[src/rtl/rhcb_pkg.sv]
package rhcb_pkg;

    localparam int BYTE_W            = 8;
    localparam int LEN_W             = 25;
    localparam int OFS_W             = 24;
    localparam int CLEN_W            = 25;
    localparam int CNUM_W            = 32;
    localparam int HASH_W            = 32;
    localparam int CFG_W             = 16;
    localparam int CFG_IDX_W         = 1;
    localparam int XOR_SHIFT         = 5;
    localparam int DIV_STEPS         = HASH_W;
    localparam int DIV_CNT_W         = $clog2(DIV_STEPS);
    localparam int WINDOW_SIZE_DEF   = 7;
    localparam int POSITION_BITS_DEF = 24;

    localparam logic [CFG_W-1:0] HASH_MOD_RST   = CFG_W'(64);
    localparam logic [CFG_W-1:0] SKIP_BYTES_RST = CFG_W'(16);

    typedef enum logic [CFG_IDX_W-1:0] {
        CFG_HASH_MOD   = 1'b0,
        CFG_SKIP_BYTES = 1'b1
    } t_cfg_reg;

    typedef enum logic [2:0] {
        ST_IDLE,
        ST_ROLL,
        ST_HASH,
        ST_DIV,
        ST_DECIDE,
        ST_FINISH
    } t_state;

    typedef struct packed {
        logic in_ready;
        logic out_busy;
        logic out_load;
    } t_ctrl;

endpackage

[src/rtl/rhcb_ifs.sv]
interface rhcb_in_if;
    import rhcb_pkg::*;

    logic              valid;
    logic              ready;
    logic [BYTE_W-1:0] byte_value;
    logic [LEN_W-1:0]  buffer_length;

    modport source (output valid, output byte_value, output buffer_length, input ready);
    modport sink   (input valid, input byte_value, input buffer_length, output ready);
endinterface

interface rhcb_out_if;
    import rhcb_pkg::*;

    logic              valid;
    logic              ready;
    logic [OFS_W-1:0]  chunk_start;
    logic [OFS_W-1:0]  chunk_end;
    logic [CLEN_W-1:0] chunk_length;
    logic [CNUM_W-1:0] chunk_number;
    logic [HASH_W-1:0] hash_value;

    modport source (
        output valid, output chunk_start, output chunk_end, output chunk_length,
        output chunk_number, output hash_value, input ready
    );
    modport sink (
        input valid, input chunk_start, input chunk_end, input chunk_length,
        input chunk_number, input hash_value, output ready
    );
endinterface

[src/rtl/rolling_hash_chunk_boundary_unit.sv]
// Rolling-hash chunk boundary unit.
// i_byte carries one byte of a buffer per item with the buffer's length.
// o_chunk carries one item per chunk boundary: start, end, length,
// running chunk number and the hash at the boundary byte.
// The configuration port writes the hash modulus (index 0) and skip_bytes
// (index 1); write only while the unit is idle.
// A hashed byte passes through these steps before the next one is taken:
// the accept step (ST_IDLE) that launches the window read, ST_ROLL for the
// sums, ST_HASH for the hash, ST_DIV for the restoring divider that reduces
// the hash modulo the hash modulus, ST_DECIDE for the boundary decision and
// ST_FINISH for the position update. A byte in a skip run goes from the
// accept step straight to ST_FINISH. Boundary items load in ST_DECIDE.
// Results sit in an output register; the unit accepts further bytes while
// it waits, each only once the last is finished. A new boundary waits in
// the decision cycle while that register is still held by a stalled receiver.
// Reset (synchronous, active low) clears the rolling hash sums, window and
// position state, the chunk counter and the output valid, and loads a hash
// modulus of 64 and skip_bytes 16.
module rolling_hash_chunk_boundary_unit #(
    parameter int WINDOW_SIZE   = rhcb_pkg::WINDOW_SIZE_DEF,
    parameter int POSITION_BITS = rhcb_pkg::POSITION_BITS_DEF
) (
    input  logic                           i_clk,
    input  logic                           i_rst_n,
    input  logic                           i_cfg_we,
    input  logic [rhcb_pkg::CFG_IDX_W-1:0] i_cfg_idx,
    input  logic [rhcb_pkg::CFG_W-1:0]     i_cfg_data,
    rhcb_in_if.sink                        i_byte,
    rhcb_out_if.source                     o_chunk
);
    import rhcb_pkg::*;

    localparam int PTR_W = $clog2(WINDOW_SIZE);
    localparam int CMP_W = ((POSITION_BITS > LEN_W) ? POSITION_BITS : LEN_W) + 1;

    t_state r_state, n_state;
    t_ctrl  ctrl;

    logic [CFG_W-1:0] r_hash_mod, r_skip_bytes;

    logic [BYTE_W-1:0] r_win_mem [WINDOW_SIZE];
    logic [BYTE_W-1:0] r_win_rd;
    logic [WINDOW_SIZE-1:0] r_win_vld;
    logic [PTR_W-1:0]  r_wptr;

    logic [BYTE_W-1:0] r_byte;
    logic [LEN_W-1:0]  r_len;
    logic [HASH_W-1:0] r_bsum, r_wsum, r_sxor, r_hash, r_dvd;
    logic [CFG_W-1:0]  r_rem;
    logic [DIV_CNT_W-1:0] r_cnt;
    logic [POSITION_BITS-1:0] r_pos, r_start;
    logic [CFG_W-1:0]  r_skip_left;
    logic [CNUM_W-1:0] r_chunk_total;

    logic              r_out_valid;
    logic [OFS_W-1:0]  r_out_start, r_out_end;
    logic [CLEN_W-1:0] r_out_len;
    logic [CNUM_W-1:0] r_out_num;
    logic [HASH_W-1:0] r_out_hash;

    logic [BYTE_W-1:0] oldest;
    logic [CFG_W:0]    rem_sh;
    logic              rem_ge;
    logic              bnd;
    logic [CMP_W-1:0]  pos_ext, start_ext, pos_inc, pos_skip, len_ext, clen_ext;
    logic [POSITION_BITS-1:0] pos_diff;
    logic              buf_end, skip_fits, in_acc;

    assign in_acc   = i_byte.valid && ctrl.in_ready;
    assign oldest   = r_win_vld[r_wptr] ? r_win_rd : '0;
    assign rem_sh   = {r_rem, r_dvd[HASH_W-1]};
    assign rem_ge   = rem_sh >= {1'b0, r_hash_mod};
    assign bnd      = (r_hash_mod != '0) && (r_rem == r_hash_mod - CFG_W'(1));
    assign pos_ext  = CMP_W'(r_pos);
    assign start_ext = CMP_W'(r_start);
    assign pos_inc  = pos_ext + CMP_W'(1);
    assign pos_skip = pos_ext + CMP_W'(r_skip_bytes);
    assign len_ext  = CMP_W'(r_len);
    assign pos_diff = r_pos - r_start;
    assign clen_ext = CMP_W'(pos_diff) + CMP_W'(1);
    assign buf_end  = pos_inc >= len_ext;
    assign skip_fits = pos_skip < len_ext;

    always_comb begin
        n_state = r_state;
        unique case (r_state)
            ST_IDLE: begin
                if (in_acc) begin
                    n_state = (r_skip_left != '0) ? ST_FINISH : ST_ROLL;
                end
            end
            ST_ROLL:   n_state = ST_HASH;
            ST_HASH:   n_state = ST_DIV;
            ST_DIV: begin
                if (r_cnt == DIV_CNT_W'(DIV_STEPS - 1)) begin
                    n_state = ST_DECIDE;
                end
            end
            ST_DECIDE: begin
                if (!(bnd && ctrl.out_busy)) begin
                    n_state = ST_FINISH;
                end
            end
            ST_FINISH: n_state = ST_IDLE;
            default:   n_state = ST_IDLE;
        endcase
    end

    always_comb begin
        ctrl.in_ready = (r_state == ST_IDLE);
        ctrl.out_busy = r_out_valid && !o_chunk.ready;
        ctrl.out_load = (r_state == ST_DECIDE) && bnd && !ctrl.out_busy;
    end

    always_ff @(posedge i_clk) begin
        if (!i_rst_n) begin
            r_state <= ST_IDLE;
        end else begin
            r_state <= n_state;
        end
    end

    always_ff @(posedge i_clk) begin
        if (!i_rst_n) begin
            r_hash_mod   <= HASH_MOD_RST;
            r_skip_bytes <= SKIP_BYTES_RST;
        end else if (i_cfg_we) begin
            unique case (t_cfg_reg'(i_cfg_idx))
                CFG_HASH_MOD:   r_hash_mod   <= i_cfg_data;
                CFG_SKIP_BYTES: r_skip_bytes <= i_cfg_data;
            endcase
        end
    end

    always_ff @(posedge i_clk) begin
        r_win_rd <= r_win_mem[r_wptr];
        if (r_state == ST_ROLL) begin
            r_win_mem[r_wptr] <= r_byte;
        end
    end

    always_ff @(posedge i_clk) begin
        if (in_acc) begin
            r_byte <= i_byte.byte_value;
            r_len  <= i_byte.buffer_length;
        end
        case (r_state)
            ST_HASH: begin
                r_hash <= r_bsum + r_wsum + r_sxor;
                r_dvd  <= r_bsum + r_wsum + r_sxor;
                r_rem  <= '0;
                r_cnt  <= '0;
            end
            ST_DIV: begin
                r_rem <= rem_ge ? rem_sh[CFG_W-1:0] - r_hash_mod : rem_sh[CFG_W-1:0];
                r_dvd <= {r_dvd[HASH_W-2:0], 1'b0};
                r_cnt <= r_cnt + DIV_CNT_W'(1);
            end
            default: begin
            end
        endcase
        if (ctrl.out_load) begin
            r_out_start <= start_ext[OFS_W-1:0];
            r_out_end   <= pos_ext[OFS_W-1:0];
            r_out_len   <= clen_ext[CLEN_W-1:0];
            r_out_num   <= r_chunk_total + CNUM_W'(1);
            r_out_hash  <= r_hash;
        end
    end

    always_ff @(posedge i_clk) begin
        if (!i_rst_n) begin
            r_win_vld     <= '0;
            r_wptr        <= '0;
            r_bsum        <= '0;
            r_wsum        <= '0;
            r_sxor        <= '0;
            r_pos         <= '0;
            r_start       <= '0;
            r_skip_left   <= '0;
            r_chunk_total <= '0;
            r_out_valid   <= 1'b0;
        end else begin
            if (ctrl.out_load) begin
                r_out_valid <= 1'b1;
            end else if (o_chunk.ready) begin
                r_out_valid <= 1'b0;
            end
            if (in_acc && (r_skip_left != '0)) begin
                r_skip_left <= r_skip_left - CFG_W'(1);
            end
            case (r_state)
                ST_ROLL: begin
                    r_wsum <= r_wsum - r_bsum + HASH_W'(WINDOW_SIZE) * HASH_W'(r_byte);
                    r_bsum <= r_bsum + HASH_W'(r_byte) - HASH_W'(oldest);
                    r_sxor <= (r_sxor << XOR_SHIFT) ^ HASH_W'(r_byte);
                    r_win_vld[r_wptr] <= 1'b1;
                    r_wptr <= (r_wptr == PTR_W'(WINDOW_SIZE - 1)) ? '0 : r_wptr + PTR_W'(1);
                end
                ST_DECIDE: begin
                    if (ctrl.out_load) begin
                        r_chunk_total <= r_chunk_total + CNUM_W'(1);
                        r_start       <= pos_inc[POSITION_BITS-1:0];
                        r_skip_left   <= skip_fits ? r_skip_bytes : '0;
                    end
                end
                ST_FINISH: begin
                    if (buf_end) begin
                        r_win_vld   <= '0;
                        r_wptr      <= '0;
                        r_bsum      <= '0;
                        r_wsum      <= '0;
                        r_sxor      <= '0;
                        r_pos       <= '0;
                        r_start     <= '0;
                        r_skip_left <= '0;
                    end else begin
                        r_pos <= pos_inc[POSITION_BITS-1:0];
                    end
                end
                default: begin
                end
            endcase
        end
    end

    assign i_byte.ready         = ctrl.in_ready;
    assign o_chunk.valid        = r_out_valid;
    assign o_chunk.chunk_start  = r_out_start;
    assign o_chunk.chunk_end    = r_out_end;
    assign o_chunk.chunk_length = r_out_len;
    assign o_chunk.chunk_number = r_out_num;
    assign o_chunk.hash_value   = r_out_hash;

endmodule
[src/flat_wrapper.sv]
// flat-port wrapper written by rule: the top's interface ports become plain ports
module rolling_hash_chunk_boundary_unit_flat import rhcb_pkg::*;
#(
    parameter int WINDOW_SIZE   = rhcb_pkg::WINDOW_SIZE_DEF,
    parameter int POSITION_BITS = rhcb_pkg::POSITION_BITS_DEF
)
  (i_clk, i_rst_n, i_cfg_we, i_cfg_idx, i_cfg_data, i_byte_valid, i_byte_byte_value, i_byte_buffer_length, i_byte_ready, o_chunk_valid, o_chunk_chunk_start, o_chunk_chunk_end, o_chunk_chunk_length, o_chunk_chunk_number, o_chunk_hash_value, o_chunk_ready);
  rhcb_in_if i_byte_i ();
  rhcb_out_if o_chunk_i ();
  input  logic i_clk;
  input  logic i_rst_n;
  input  logic i_cfg_we;
  input  logic [rhcb_pkg::CFG_IDX_W-1:0] i_cfg_idx;
  input  logic [rhcb_pkg::CFG_W-1:0] i_cfg_data;
  input wire logic [$bits(i_byte_i.valid)-1:0] i_byte_valid;
  input wire logic [$bits(i_byte_i.byte_value)-1:0] i_byte_byte_value;
  input wire logic [$bits(i_byte_i.buffer_length)-1:0] i_byte_buffer_length;
  output wire logic [$bits(i_byte_i.ready)-1:0] i_byte_ready;
  output wire logic [$bits(o_chunk_i.valid)-1:0] o_chunk_valid;
  output wire logic [$bits(o_chunk_i.chunk_start)-1:0] o_chunk_chunk_start;
  output wire logic [$bits(o_chunk_i.chunk_end)-1:0] o_chunk_chunk_end;
  output wire logic [$bits(o_chunk_i.chunk_length)-1:0] o_chunk_chunk_length;
  output wire logic [$bits(o_chunk_i.chunk_number)-1:0] o_chunk_chunk_number;
  output wire logic [$bits(o_chunk_i.hash_value)-1:0] o_chunk_hash_value;
  input wire logic [$bits(o_chunk_i.ready)-1:0] o_chunk_ready;
  assign i_byte_i.valid = i_byte_valid;
  assign i_byte_i.byte_value = i_byte_byte_value;
  assign i_byte_i.buffer_length = i_byte_buffer_length;
  assign i_byte_ready = i_byte_i.ready;
  assign o_chunk_valid = o_chunk_i.valid;
  assign o_chunk_chunk_start = o_chunk_i.chunk_start;
  assign o_chunk_chunk_end = o_chunk_i.chunk_end;
  assign o_chunk_chunk_length = o_chunk_i.chunk_length;
  assign o_chunk_chunk_number = o_chunk_i.chunk_number;
  assign o_chunk_hash_value = o_chunk_i.hash_value;
  assign o_chunk_i.ready = o_chunk_ready;
  rolling_hash_chunk_boundary_unit #(.WINDOW_SIZE(WINDOW_SIZE), .POSITION_BITS(POSITION_BITS)) u_core (.i_clk(i_clk), .i_rst_n(i_rst_n), .i_cfg_we(i_cfg_we), .i_cfg_idx(i_cfg_idx), .i_cfg_data(i_cfg_data), .i_byte(i_byte_i), .o_chunk(o_chunk_i));
endmodule
[config.mk]
export PLATFORM = sky130hd
export DESIGN_NAME = rolling_hash_chunk_boundary_unit_flat
export DESIGN_NICKNAME = d
export VERILOG_FILES = /design/src/rtl/rhcb_pkg.sv /design/src/rtl/rhcb_ifs.sv /design/src/rtl/rolling_hash_chunk_boundary_unit.sv /design/src/flat_wrapper.sv
export SDC_FILE = /design/constraint.sdc
export NUM_CORES = 1
export LEC_CHECK = 0
export BUFFER_PORTS_ARGS = -buffer_cell sky130_fd_sc_hd__buf_2
export CAP_MARGIN = 20
export CORE_ASPECT_RATIO = 0.6
export CORE_MARGIN = 3
export CORE_UTILIZATION = 24
export CTS_BUF_LIST = sky130_fd_sc_hd__clkbuf_4 sky130_fd_sc_hd__clkbuf_8 sky130_fd_sc_hd__clkbuf_16
export DETAILED_ROUTE_END_ITERATION = 10
export PLACE_DENSITY = 0.41
export SLEW_MARGIN = 20
export SYNTH_ARGS = -nofsm -noshare
export SYNTH_HDL_FRONTEND = slang
export SYNTH_SLANG_ARGS = --single-unit
export TNS_END_PERCENT = 30
[constraint.sdc]
create_clock -name i_clk -period 7.5 [get_ports i_clk]
set_clock_uncertainty 0.15 [all_clocks]
set_input_delay 0.375 -clock i_clk [delete_from_list [all_inputs] [get_ports i_clk]]
set_output_delay 0.375 -clock i_clk [all_outputs]
set_load 0.1 [all_outputs]
==> reports/metrics.yaml <==
route:
  drt_iter0_drc: 1855
  vias: 23300
  dr.pass1.iters: 5
  wl_per_cell_um: 18.5
  routed_via_density: 4.49
  drc_errors: 0
  drtAntennaViolNets: 0
  routed_wl_um: 96100
floorplan:
  start_util: 0.243
  top_level_ports: 194
  dieArea_mm2: 0.138
  die_y_um: 289
  coreArea_mm2: 0.132
  rows: 103
  die_w_um: 478
finish:
  fillers: 13800
  syn_to_final_growth_pct: 18.0
  utilization: 0.287
  nets: 3708
  layout-drive-gt1-share: 0.117
clock_tree:
  cts_sinks: 557
  numCtsBuffers: 60
  root_buffer: "clkbuf_16"
  cts_resized: 0
  clock_latency_ps: 680
  htreeDepth: 2
  cts_tree: "built"
  clk_pin_slew_ps: 60
  cts_max_path_buffers: 3
critical_path:
  path_common_cell: "a21o_1"
  cp-end-kind: "register"
  critPathMaxFanout: 30
  r2r_start: "u_core.r_pos[1]"
  critPathKind: "reg2reg"
  crit_chain: "ha_1 > and3_1 > nand3_1 > nor3_1 > nand3_1 > nor2_1 > xor2_1 > ha_1 > a21o_1 > a21o_1 > a21o_1 > a21oi_1 > o221ai_1 > buf_4 > nor2_2 > o21a_2 > buf_4 > a22oi_1 > nor2b_1"
  rr_worst_depth: 19
  cp_slowest_cell: "dfxtp_1"
  cp_data_arrival_time_ps: 6280
  rrSetupSlack_ps: 1660
  start_kind: "register"
  crit_required_ps: 7940
  timing.rr.end: "u_core.r_wsum[15]"
  critPathMaxStageDelay_ps: 560
hold_path:
  hold_depth: 4
  worst_hold_startpoint: "i_cfg_we"
  hold_end: "u_core.r_hash_mod[8]"
  hold_class: "in2reg"
global_routing:
  grt_first_pass_wirelength_um: 147000
  grt_usage: 0.137
  grt_max_degree: 118
  gr-total-overflow: 0
  grt_pass1_vias: 22700
  antenna_found_initial: 1
power_and_ir_drop:
  fin_total_pwr_mw: 13.3
  switchingPower_mw: 5.24
  seqPwrFrac: 0.310
  swShare: 0.395
  clockPowerShare: 0.245
  p_leak_nw: 15.1
  irDropWorstVdd_mv: 0.200
  p_int_mw: 8.02
  power_density_mw_per_mm2: 350
  p_comb_frac: 0.445
synth:
  yosys_warnings: 0
  synth_top_area_frac: 0.291
  async_flop_share: 0
  synth_nets: 3476
  synth_area_mm2: 0.0321
  ys.flop_type: "edfxtp_1"
  ys_seq_area_frac: 0.444
  synth_seq_cells: 557
  ys_types: 87
  synth_area_per_cell_um2: 10.3
  synth_enable_flop_cells: 311
  yosys.area.top_type: "edfxtp_1"
  netlist_instances: 3122
  synthTopCellsByArea: "edfxtp_1 (29%), dfxtp_1 (15%), ha_1 (9.0%)"
sta:
  drv_slew: 0
  finalCritPeriodShare: 0.778
  worst_pin_slew_ps: 989
  fmax_ghz: 0.171
  rsz0062_at_grt: "false"
  finalSetupTns_ps: 0
  period_minus_slack_ps: 5840
  hold_viol_final: 0
  finalWorstSetupSlack_ps: 1660
  slew_headroom: 0.337
  setup_viol: 0
run:
  drv_cap: 0
placed_design:
  pre_cts_slack_ps: 1670
  portBuffers: 193
  gp_congestion: 0.817
  dp_hpwl_um: 71900
outcome:
  outcome: "finished, final reports clean"
==> flip-flops by register name (all words and copies together) (netlist names), 8 cells and up <==
signal / count
u_core.r_wsum: 32
u_core.r_chunk_total: 32
u_core.r_sxor: 32
u_core.o_chunk.hash_value: 32
u_core.o_chunk.chunk_start: 24
u_core.r_win_mem: 56
u_core.r_pos: 24
u_core.r_bsum: 32
u_core.o_chunk.chunk_end: 24
u_core.r_skip_left: 16
u_core.r_byte: 8
u_core.r_start: 24
u_core.r_win_rd: 8
u_core.r_skip_bytes: 16
u_core.r_hash_mod: 16
u_core.r_hash: 32
u_core.r_rem: 16
u_core.r_dvd: 32
u_core.o_chunk.chunk_number: 32
u_core.o_chunk.chunk_length: 25
u_core.r_len: 25
==> critical path, delay by kind of cell, from the launching register on <==
family                   cells  cell delay (ps)
adder cells (fa/ha/maj)      2              630
AND/OR/NAND/NOR              7             1990
buffers and inverters        2              650
flip-flops                   1              560
AO/OA/AOI/OAI                7             1410
XOR/XNOR                     1              280
==> Yosys cell counts (all sizes together) (10+ instances only) <==
cell	count
and4	10
a22oi	86
a21oi	142
xor2	102
and2	38
ha	230
nor4	18
xnor2	159
nand3	89
o31ai	12
fa	69
nand2b	31
o211ai	13
mux2	10
or3	29
o2bb2ai	28
a211oi	26
nor3	52
a21boi	54
and3	34
mux2i	28
o21ai	124
a31oi	13
nand4	38
nor2	163
clkbuf	97
buf	18
nand2	274
nor2b	139
o21bai	19
edfxtp	311
o21a	18
a21o	69
inv	210
dfxtp	246
==> cells by family (layout without fill, tap and decap cells) <==
family                   Yosys count  after routing  synth area share
AND/OR/NAND/NOR                  953            953             0.150
adder cells (fa/ha/maj)          299            299             0.133
XOR/XNOR                         261            261            0.0712
multiplexers                      42             42            0.0150
flip-flops                       557            557             0.444
AO/OA/AOI/OAI                    685            685             0.147
buffers and inverters            325            607            0.0391
other                              0              1                 0
==> cell type report <==
type	instances	area, µm²	share of cell area
clock buffer	78	1670	0.0440
clock inverter	34	452	0.0119
inverter	210	788	0.0208
tap	1785	2230	0.0590
sequential	557	14300	0.377
antenna	1	2.50	0.0000661
multi-input combinational	2240	16600	0.439
timing repair buffer	285	1830	0.0482
==> placed cells by master, fill, tap and decap left out, types with 89 or more instances in the layout <==
master / synthesis / layout
xor2_1: 102 / 102
o21ai_0: 124 / 123
nor2_1: 163 / 161
ha_1: 230 / 230
xnor2_1: 159 / 159
nand2_1: 273 / 272
edfxtp_1: 311 / 311
nand3_1: 89 / 89
a21oi_1: 142 / 142
dfxtp_1: 246 / 245
inv_1: 210 / 210
nor2b_1: 139 / 137
buf_2: 3 / 192
==> routing by layer <==
metal / global-route usage / vias up / wire length (µm)
li1: - / 11700 / -
met1: 0.224 / 11100 / 53600
met2: 0.184 / 445 / 36400
met3: 0.0226 / 79 / 4720
met4: 0.0232 / 0 / 1350
met5: 0 / - / 0
==> through the flow <==
step                cell area [µm²]  hold WS (ps)  cells
finish                        37900          71.5   5190
global route                  37900          50.4   5190
CTS                           37900          21.5   5187
detailed placement            35100           255   5016
global placement              35100           252   5016
floorplan                     32100           250   3122
==> power by group through the flow <==
stage          sequential (mW)  clock [mW]  combinational, mW
2_1_floorplan             4.00           0               4.40
3_3_place_gp              4.19           0               5.88
3_5_place_dp              4.17           0               5.82
4_1_cts                   4.12        3.38               5.91
5_1_grt                   4.16        3.51               6.69
6_report                  4.11        3.25               5.89
==> repair_timing <==
item	CTS	global route
hold buffers	59	0
endpoints found under the hold margin	100	0
setup buffers	0	0
==> worst max path at each step <==
stage | cells after the start | slack (ps) | startpoint | end
floorplan | 10 | 470 | u_core.r_hash_mod[2] | u_core.r_chunk_total[23]
global placement | 19 | 1830 | u_core.r_pos[1] | u_core.r_wsum[19]
detailed placement | 19 | 1670 | u_core.r_pos[1] | u_core.r_wsum[22]
CTS | 19 | 1610 | u_core.r_pos[1] | u_core.r_wsum[22]
global route | 19 | 1160 | u_core.r_pos[1] | u_core.r_wsum[15]
finish | 19 | 1660 | u_core.r_pos[1] | u_core.r_wsum[15]
(Power assumes the default switching activity.)
